[src/hdl/kfst_pkg.sv]
`timescale 1ns / 1ps
// ----------------------------------------------------------------------------
// kfst_pkg
// Shared types and constants for the keyed file slot table.
// ----------------------------------------------------------------------------
package kfst_pkg;

  localparam int DefSlotCount     = 16;
  localparam int DefCapacityBytes = 32768;
  localparam int DefReservedBytes = 512;
  localparam int QueueDepth       = 2;

  typedef enum logic [2:0] {
    MODE_FORMAT = 3'd0,
    MODE_ALLOC  = 3'd1,
    MODE_FIND   = 3'd2,
    MODE_DELETE = 3'd3,
    MODE_STATE  = 3'd4,
    MODE_SPACE  = 3'd5
  } mode_e;

  typedef enum logic [1:0] {
    ST_OK       = 2'd0,
    ST_BAD_SLOT = 2'd1,
    ST_NO_SPACE = 2'd2,
    ST_NO_MATCH = 2'd3
  } status_e;

  typedef enum logic [1:0] {
    BK_IDLE,
    BK_SCAN,
    BK_DONE
  } back_state_e;

  // classified command handed from front to back
  typedef struct packed {
    logic [2:0]  mode;
    logic [15:0] company;
    logic [31:0] game;
    logic [31:0] game_label;
    logic [31:0] ext_label;
    logic [15:0] req_size;
    logic [16:0] req_round;
    logic [3:0]  slot_index;
  } cmd_t;

  typedef struct packed {
    logic [1:0]  status;
    logic [3:0]  found_slot;
    logic [15:0] file_size;
    logic [15:0] file_company;
    logic [31:0] file_game;
    logic [31:0] file_ext;
    logic [14:0] free_bytes;
    logic [4:0]  live_files;
  } res_t;

endpackage

[src/hdl/kfst_front.sv]
`timescale 1ns / 1ps
// ----------------------------------------------------------------------------
// kfst_front
// Accepts requests, rounds the allocation size and pushes into a short queue.
// ----------------------------------------------------------------------------
module kfst_front import kfst_pkg::*; (
  input  logic        clk_i,
  input  logic        rst_ni,
  input  logic        in_valid,
  output logic        in_stall,
  input  logic [2:0]  mode_i,
  input  logic [15:0] company_code_i,
  input  logic [31:0] game_code_i,
  input  logic [31:0] game_label_i,
  input  logic [31:0] ext_label_i,
  input  logic [15:0] request_size_i,
  input  logic [3:0]  slot_index_i,
  output logic        cmd_valid_o,
  input  logic        cmd_pop_i,
  output cmd_t        cmd_o
);
  cmd_t       mem_q [QueueDepth];
  logic       wp_q, rp_q;
  logic [1:0] cnt_q;
  logic       push;
  cmd_t       c;

  assign in_stall    = (cnt_q == 2'(QueueDepth));
  assign push        = in_valid && !in_stall;
  assign cmd_valid_o = (cnt_q != 2'd0);
  assign cmd_o       = mem_q[rp_q];

  always_comb begin
    c            = '0;
    c.mode       = mode_i;
    c.company    = company_code_i;
    c.game       = game_code_i;
    c.game_label = game_label_i;
    c.ext_label  = ext_label_i;
    c.req_size   = request_size_i;
    c.req_round  = ({1'b0, request_size_i} + 17'h00FF) & 17'h1FF00;
    c.slot_index = slot_index_i;
  end

  always_ff @(posedge clk_i) begin
    if (push) mem_q[wp_q] <= c;
  end

  always_ff @(posedge clk_i or negedge rst_ni) begin
    if (!rst_ni) begin
      wp_q <= 1'b0;
      rp_q <= 1'b0;
      cnt_q <= 2'd0;
    end else begin
      if (push) wp_q <= ~wp_q;
      if (cmd_pop_i) rp_q <= ~rp_q;
      cnt_q <= cnt_q + 2'(push) - 2'(cmd_pop_i);
    end
  end
endmodule

[src/hdl/kfst_back.sv]
`timescale 1ns / 1ps
// ----------------------------------------------------------------------------
// kfst_back
// Executes commands: scans slots one per cycle, keeps totals, holds result.
// ----------------------------------------------------------------------------
module kfst_back import kfst_pkg::*; #(
  parameter int SLOT_COUNT     = DefSlotCount,
  parameter int CAPACITY_BYTES = DefCapacityBytes,
  parameter int RESERVED_BYTES = DefReservedBytes
) (
  input  logic clk_i,
  input  logic rst_ni,
  input  logic cmd_valid_i,
  output logic cmd_pop_o,
  input  cmd_t cmd_i,
  output logic res_valid_o,
  input  logic res_stall_i,
  output res_t res_o
);
  localparam int IW = (SLOT_COUNT > 1) ? $clog2(SLOT_COUNT) : 1;
  localparam int CW = $clog2(SLOT_COUNT + 1);

  logic [SLOT_COUNT-1:0] used_q;
  logic [15:0]  size_q [SLOT_COUNT];
  logic [111:0] key_q  [SLOT_COUNT];
  logic [17:0]  sum_q;    // uncapped reserved + rounded live sizes
  logic [CW-1:0] live_q;
  logic [IW-1:0] idx_q;
  back_state_e  st_q, st_d;
  res_t         res_q;

  logic [16:0] used_cap;
  logic [111:0] key_in;
  logic        slot_hit, last;
  logic [16:0] sz_round;

  assign key_in   = {cmd_i.company, cmd_i.game, cmd_i.game_label, cmd_i.ext_label};
  assign used_cap = (sum_q > 18'(CAPACITY_BYTES)) ? 17'(CAPACITY_BYTES) : sum_q[16:0];
  assign last     = (32'(idx_q) == SLOT_COUNT - 1);
  assign sz_round = ({1'b0, size_q[idx_q]} + 17'h00FF) & 17'h1FF00;

  always_comb begin
    if (cmd_i.mode == MODE_ALLOC) slot_hit = !used_q[idx_q];
    else slot_hit = used_q[idx_q] && (key_q[idx_q] == key_in);
  end

  assign res_valid_o = (st_q == BK_DONE);
  assign res_o       = res_q;
  assign cmd_pop_o   = (st_q == BK_DONE) && !res_stall_i;

  always_comb begin
    st_d = st_q;
    case (st_q)
      BK_IDLE: if (cmd_valid_i) st_d = BK_SCAN;
      BK_SCAN: begin
        if (cmd_i.mode inside {MODE_ALLOC, MODE_FIND, MODE_DELETE}) begin
          if (cmd_i.mode == MODE_ALLOC &&
              ({1'b0, used_cap} + {1'b0, cmd_i.req_round}) > 18'(CAPACITY_BYTES))
            st_d = BK_DONE;
          else if (slot_hit || last) st_d = BK_DONE;
        end else st_d = BK_DONE;
      end
      BK_DONE: if (!res_stall_i) st_d = BK_IDLE;
      default: st_d = BK_IDLE;
    endcase
  end

  always_ff @(posedge clk_i or negedge rst_ni) begin
    if (!rst_ni) begin
      st_q   <= BK_IDLE;
      used_q <= '0;
      sum_q  <= 18'(RESERVED_BYTES);
      live_q <= '0;
      idx_q  <= '0;
    end else begin
      st_q <= st_d;
      if (st_q == BK_IDLE) idx_q <= '0;
      if (st_q == BK_SCAN) begin
        idx_q <= idx_q + IW'(1);
        case (cmd_i.mode)
          MODE_FORMAT: begin
            used_q <= '0;
            sum_q  <= 18'(RESERVED_BYTES);
            live_q <= '0;
          end
          MODE_ALLOC: begin
            if (({1'b0, used_cap} + {1'b0, cmd_i.req_round}) <= 18'(CAPACITY_BYTES) &&
                slot_hit) begin
              used_q[idx_q] <= 1'b1;
              sum_q  <= sum_q + 18'(cmd_i.req_round);
              live_q <= live_q + CW'(1);
            end
          end
          MODE_DELETE: begin
            if (slot_hit) begin
              used_q[idx_q] <= 1'b0;
              sum_q  <= sum_q - 18'(sz_round);
              live_q <= live_q - CW'(1);
            end
          end
          default: ;
        endcase
      end
    end
  end

  always_ff @(posedge clk_i) begin
    if (st_q == BK_SCAN) begin
      if (cmd_i.mode == MODE_FORMAT) begin
        for (int i = 0; i < SLOT_COUNT; i++) size_q[i] <= '0;
      end else if (cmd_i.mode == MODE_ALLOC && slot_hit &&
          ({1'b0, used_cap} + {1'b0, cmd_i.req_round}) <= 18'(CAPACITY_BYTES)) begin
        size_q[idx_q] <= cmd_i.req_size;
        key_q[idx_q]  <= key_in;
      end else if (cmd_i.mode == MODE_DELETE && slot_hit) begin
        size_q[idx_q] <= '0;
      end
    end
  end

  // result built during the final scan cycle
  always_ff @(posedge clk_i) begin
    if (st_q == BK_SCAN && st_d == BK_DONE) begin
      res_q <= '0;
      case (cmd_i.mode)
        MODE_FORMAT: ;
        MODE_ALLOC: begin
          if (({1'b0, used_cap} + {1'b0, cmd_i.req_round}) > 18'(CAPACITY_BYTES) ||
              !slot_hit)
            res_q.status <= ST_NO_SPACE;
          else res_q.found_slot <= 4'(idx_q);
        end
        MODE_FIND, MODE_DELETE: begin
          if (slot_hit) res_q.found_slot <= 4'(idx_q);
          else res_q.status <= ST_NO_MATCH;
        end
        MODE_STATE: begin
          if (32'(cmd_i.slot_index) >= SLOT_COUNT ||
              !used_q[IW'(cmd_i.slot_index)])
            res_q.status <= ST_BAD_SLOT;
          else begin
            res_q.file_size    <= size_q[IW'(cmd_i.slot_index)];
            res_q.file_company <= key_q[IW'(cmd_i.slot_index)][111:96];
            res_q.file_game    <= key_q[IW'(cmd_i.slot_index)][95:64];
            res_q.file_ext     <= key_q[IW'(cmd_i.slot_index)][31:0];
          end
        end
        MODE_SPACE: begin
          res_q.free_bytes <= 15'(17'(CAPACITY_BYTES) - used_cap);
          res_q.live_files <= 5'(live_q);
        end
        default: res_q.status <= ST_BAD_SLOT;
      endcase
    end
  end
endmodule

[src/hdl/keyed_file_slot_table.sv]
`timescale 1ns / 1ps
// ----------------------------------------------------------------------------
// keyed_file_slot_table
// Sixteen keyed file slots with allocate, find, delete and space queries.
// ----------------------------------------------------------------------------
// Input channel in_valid/in_stall carries one request per transfer; the
// output channel out_valid/out_stall returns exactly one result for each.
// A two-entry queue sits between the front end and the execution unit, so
// requests are taken while a result waits in the output register.
// Allocate, find and delete scan the slots one per cycle in the execution
// unit, stopping at the first hit; allocate also stops when the rounded
// size does not fit. Format, state and space queries do not walk the slots.
// A command leaves the queue only once its result is taken.
// Reset empties the queue, marks every slot free and sets the used total to
// the reserved bytes; slot keys are not cleared.
// While out_stall is high the result holds and the execution unit waits;
// once the queue fills, in_stall rises.
// ----------------------------------------------------------------------------
module keyed_file_slot_table import kfst_pkg::*; #(
  parameter int SLOT_COUNT     = DefSlotCount,
  parameter int CAPACITY_BYTES = DefCapacityBytes,
  parameter int RESERVED_BYTES = DefReservedBytes
) (
  input  logic        clk_i,
  input  logic        rst_ni,
  input  logic        in_valid,
  output logic        in_stall,
  input  logic [2:0]  mode_i,
  input  logic [15:0] company_code_i,
  input  logic [31:0] game_code_i,
  input  logic [31:0] game_label_i,
  input  logic [31:0] ext_label_i,
  input  logic [15:0] request_size_i,
  input  logic [3:0]  slot_index_i,
  output logic        out_valid,
  input  logic        out_stall,
  output logic [1:0]  status_o,
  output logic [3:0]  found_slot_o,
  output logic [15:0] file_size_o,
  output logic [15:0] file_company_o,
  output logic [31:0] file_game_o,
  output logic [31:0] file_ext_o,
  output logic [14:0] free_bytes_o,
  output logic [4:0]  live_files_o
);
  logic cmd_valid, cmd_pop;
  cmd_t cmd;
  res_t res;

  kfst_front u_front (
    .clk_i, .rst_ni, .in_valid, .in_stall, .mode_i, .company_code_i,
    .game_code_i, .game_label_i, .ext_label_i, .request_size_i, .slot_index_i,
    .cmd_valid_o(cmd_valid), .cmd_pop_i(cmd_pop), .cmd_o(cmd)
  );

  kfst_back #(
    .SLOT_COUNT(SLOT_COUNT), .CAPACITY_BYTES(CAPACITY_BYTES),
    .RESERVED_BYTES(RESERVED_BYTES)
  ) u_back (
    .clk_i, .rst_ni, .cmd_valid_i(cmd_valid), .cmd_pop_o(cmd_pop), .cmd_i(cmd),
    .res_valid_o(out_valid), .res_stall_i(out_stall), .res_o(res)
  );

  assign status_o       = res.status;
  assign found_slot_o   = res.found_slot;
  assign file_size_o    = res.file_size;
  assign file_company_o = res.file_company;
  assign file_game_o    = res.file_game;
  assign file_ext_o     = res.file_ext;
  assign free_bytes_o   = res.free_bytes;
  assign live_files_o   = res.live_files;

  a_pop_needs_cmd: assert property (@(posedge clk_i) disable iff (!rst_ni)
    cmd_pop |-> cmd_valid) else $error("pop without queued command");
  a_result_holds: assert property (@(posedge clk_i) disable iff (!rst_ni)
    out_valid && out_stall |=> out_valid && $stable(status_o) && $stable(found_slot_o))
    else $error("stalled result changed");
  a_live_bound: assert property (@(posedge clk_i) disable iff (!rst_ni)
    out_valid |-> live_files_o <= 5'(SLOT_COUNT)) else $error("live count too big");
endmodule
[config.mk]
export PLATFORM = sky130hd
export DESIGN_NAME = keyed_file_slot_table
export DESIGN_NICKNAME = d
export VERILOG_FILES = /design/src/hdl/kfst_pkg.sv /design/src/hdl/kfst_front.sv /design/src/hdl/kfst_back.sv /design/src/hdl/keyed_file_slot_table.sv
export SDC_FILE = /design/constraint.sdc
export NUM_CORES = 2
export LEC_CHECK = 0
export BUFFER_PORTS_ARGS = -buffer_cell sky130_fd_sc_hd__buf_2
export CAP_MARGIN = 20
export CORE_MARGIN = 3
export CORE_UTILIZATION = 45
export CTS_BUF_LIST = sky130_fd_sc_hd__clkbuf_4
export CTS_CLUSTER_SIZE = 20
export DETAILED_ROUTE_END_ITERATION = 16
export SYNTH_ARGS = -nofsm -noshare
export SYNTH_HDL_FRONTEND = slang
export SYNTH_SLANG_ARGS = --single-unit
[constraint.sdc]
create_clock -name clk_i -period 18.76 [get_ports clk_i]
set_input_delay 3.752 -clock clk_i [delete_from_list [all_inputs] [get_ports clk_i]]
set_output_delay 3.752 -clock clk_i [all_outputs]
set_load 0.005 [all_outputs]
==> results.cfg <==
[outcome]
outcome = complete, no violations

[die]
die_h_um = 505
fp-row-count = 182
die_area_mm2 = 0.255
ios = 263
core_mm2 = 0.247
fp.dieW_um = 505
start_util_pct = 45.4

[setup_path]
end_kind = register
cp-endpoint = u_back.res_o[71]
path_max_fanout = 52
critPathKind = reg -> reg
rr_endpoint = u_back.res_o[71]
r2r-start = u_back.idx_q[1]
r2r_slack_ps = 9900
worstPathArrival_ps = 9860
required_ps = 19760
rr_worst_depth = 17
worstSetupStartpoint = u_back.idx_q[1]
critPathLaunchType = register

[grt]
grt_overflow = 0
grt_max_degree = 113
grt_pass1_vias = 68400
track_usage_pct = 28.7
grt_pass1_wl_um = 520000
antenna_found_initial = 29

[power]
p_sw_mw = 7.45
cellInternalPower_mw = 12.2
power_frac_seq_pct = 36.5
power_density_mw_per_mm2 = 156
switching_share_pct = 38.0
vdd.ir_drop.worst_v = 0.000115
power_frac_comb_pct = 38.9
clkPwrFrac_pct = 24.6
leakagePower_nw = 41.9
total_power_mw = 19.6

[synthesis]
synth_top_area_share_pct = 65.7
netlist_instances = 6202
synth_cell_type_count = 98
async_reset_ff_share_pct = 1.65
synth-seq-cells = 2492
avgSynthCellArea_um2 = 18.1
synthFlopType = edfxtp_1
synth_area_leaders = edfxtp_1 66%, mux4_2 15%, mux2i_1 4.6%
synth-edff-count = 2451
synth_top_cell_by_area = edfxtp_1
syn_area_mm2 = 0.112
yosysWarnings = 0
yosysSeqAreaShare_pct = 66.7

[timing]
slew_headroom_pct = 11.1
worst_pin_slew_ps = 1320
finalSetupViolCount = 0
tns_ps = 0
slew_violations = 0
hold_viol = 0
layout_setup_ws_ps = 9900
period_needed_ps = 8860
skew_ps = 198
fin_crit_sh_pct = 47.2
grt_setup_unrepaired = false
max_freq_mhz = 113

[cts]
clk_latency_ps = 1530
root_buffer = clkbuf_4
htreeDepth = 6
cts_tree = built
clock_sinks = 2492
cts.repair.resized = 0
ctsHoldBuffers = 0
cts_buffers = 673
path_clk_slew_ps = 70
clockBufferDepth = 4
post_cts_buffers = 0

[placed_design]
placed_cell_area_mm2 = 0.117
gp_congestion = 0.972
io_buffers = 255
dp_worst_setup_slack_ps = 10080
dp_hpwl_um = 234000

[finish]
final_util_pct = 51.0
syn_to_final_growth_pct = 12.3
n_fill_cell = 20600
fin_area_mm2 = 0.126
layout-drive-gt1-share_pct = 32.7
layout.nets = 7134

[min_path]
holdPathStages = 1
min_from = u_front.cnt_q[1]
min_path_type = reg -> reg

[drt]
routed_wl_um = 373000
wire_per_inst_um = 34.7
vias = 68500
avgViaCountPerCell = 6.38
route.antenna.remaining_nets = 0
dr.pass1.iters = 6
drc = 0
drtIter0Drc = 8837

[job]
maxCapViolCount = 0
## cell usage after synthesis, drive strengths merged, types with 8 or more instances
library cell / number
a22oi: 89
edfxtp: 2451
o2111ai: 11
a32oi: 8
a21o: 8
mux2i: 521
nor2: 364
nor4: 45
inv: 146
o21ai: 70
nand2b: 10
nand4: 35
xnor2: 116
o22ai: 44
a221oi: 17
nor3: 39
o2bb2ai: 13
a21oi: 105
mux2: 72
ha: 29
and2: 14
o211ai: 20
a2111oi: 13
a211oi: 205
a31oi: 22
dfrtp: 40
buf: 265
nand2: 144
mux4: 767
and3: 11
xor2: 37
nand3: 68
nor2b: 110
o221ai: 15
a22o: 24
clkbuf: 136
## power groups by stage
stage,combinational [mW],clock (mW),sequential (mW)
6_report,7.62,4.83,7.16
5_1_grt,7.91,5.23,7.18
4_1_cts,7.54,4.92,7.16
3_5_place_dp,7.51,0,7.27
3_3_place_gp,7.46,0,7.27
2_1_floorplan,4.66,0,7.20
## layout by cell type, fill, tap and decap left out, drive strengths merged, types with 10 or more instances in the layout
cell type  synthesis  layout
edfxtp          2451    2451
clkbuf           136     987
mux4             767     767
mux2i            521     521
buf              265     480
nor2             364     364
a211oi           205     205
inv              146     159
nand2            144     144
xnor2            116     116
nor2b            110     110
a21oi            105     105
clkinv             3     103
a22oi             89      89
mux2              72      72
o21ai             70      70
nand3             68      68
nor4              45      45
o22ai             44      44
dfrtp             40      40
nor3              39      39
xor2              37      37
nand4             35      35
ha                29      29
a22o              24      24
a31oi             22      22
diode              0      20
o211ai            20      20
a221oi            17      17
o221ai            15      15
and2              14      14
o2bb2ai           13      13
a2111oi           13      13
bufinv             0      12
o2111ai           11      11
conb               2      11
clkinvlp           0      11
and3              11      11
nand2b            10      10
## stage by stage
| step | hold slack, ps | std cells |
|---|---|---|
| 3_3_place_gp | 494 | 9593 |
| 5_1_grt | 541 | 10700 |
| 4_1_cts | 512 | 10700 |
| 3_5_place_dp | 503 | 9600 |
| 6_report | 507 | 10700 |
| 2_1_floorplan | 461 | 6211 |
## cells by family (layout without fill, tap and decap cells)
| group | Yosys count | after routing | share of synthesized area [%] |
|---|---|---|---|
| adders and majority gates | 32 | 32 | 0.369 |
| buffers and inverters | 551 | 1752 | 2.43 |
| other | 2 | 31 | 0.00671 |
| and+or+nand+nor | 878 | 878 | 3.77 |
| DFF | 2492 | 2492 | 66.7 |
| AOI/OAI and AO/OA | 734 | 734 | 4.70 |
| xor gates and xnor gates | 153 | 153 | 1.20 |
| muxes | 1360 | 1360 | 20.9 |
## worst max-delay path: stages (launching register included)
cell       delay [ps]
dfrtp_4          1020
buf_4             660
buf_4             770
mux4_2            490
o2bb2ai_1         330
a2111oi_0         700
buf_2             270
a22oi_1           270
o41ai_1           220
buf_2             280
nand4_1           140
nor3_1            280
nand4_1           540
nand2_1           280
o31ai_1           170
nor2_4            680
buf_4             510
buf_4             540
## per-layer routing
layer	track usage [%]	up-vias	routed length [um]
met1	38.6	35800	143000
met4	13.7	14	19100
met2	44.2	4312	173000
met5	0	-	92
met3	6.99	840	37300
li1	-	27500	-
## cell type report
class / instances / area [um2] / area share [%]
tap: 3312 / 4140 / 3.30
multi-input combinational: 3168 / 34800 / 27.7
antenna: 20 / 50.0 / 0.0398
sequential: 2492 / 74600 / 59.4
clock inverter: 136 / 930 / 0.739
timing repair buffer: 480 / 3110 / 2.48
clock buffer: 987 / 7410 / 5.89
inverter: 149 / 647 / 0.514
## flip-flops by register name (all words and copies together) (netlist names)
register	flops
u_back.key_q	1792
u_front.mem_q	288
u_back.size_q	256
u_back.res_o	115
u_back.used_q	16
u_back.sum_q	10
u_back.live_q	5
u_back.idx_q	4
u_back.st_q	2
u_front.cnt_q	2
u_front.rp_q	1
u_front.wp_q	1
## how the worst min path moves through the flow
stage                       endpoint  slack (ps)
floorplan               u_front.wp_q         460
global placement    u_front.cnt_q[1]         490
detailed placement  u_front.cnt_q[1]         500
CTS                 u_front.cnt_q[1]         510
global route        u_front.cnt_q[1]         540
finish              u_front.cnt_q[1]         510
No activity file was read; power rests on OpenSTA's default activity.
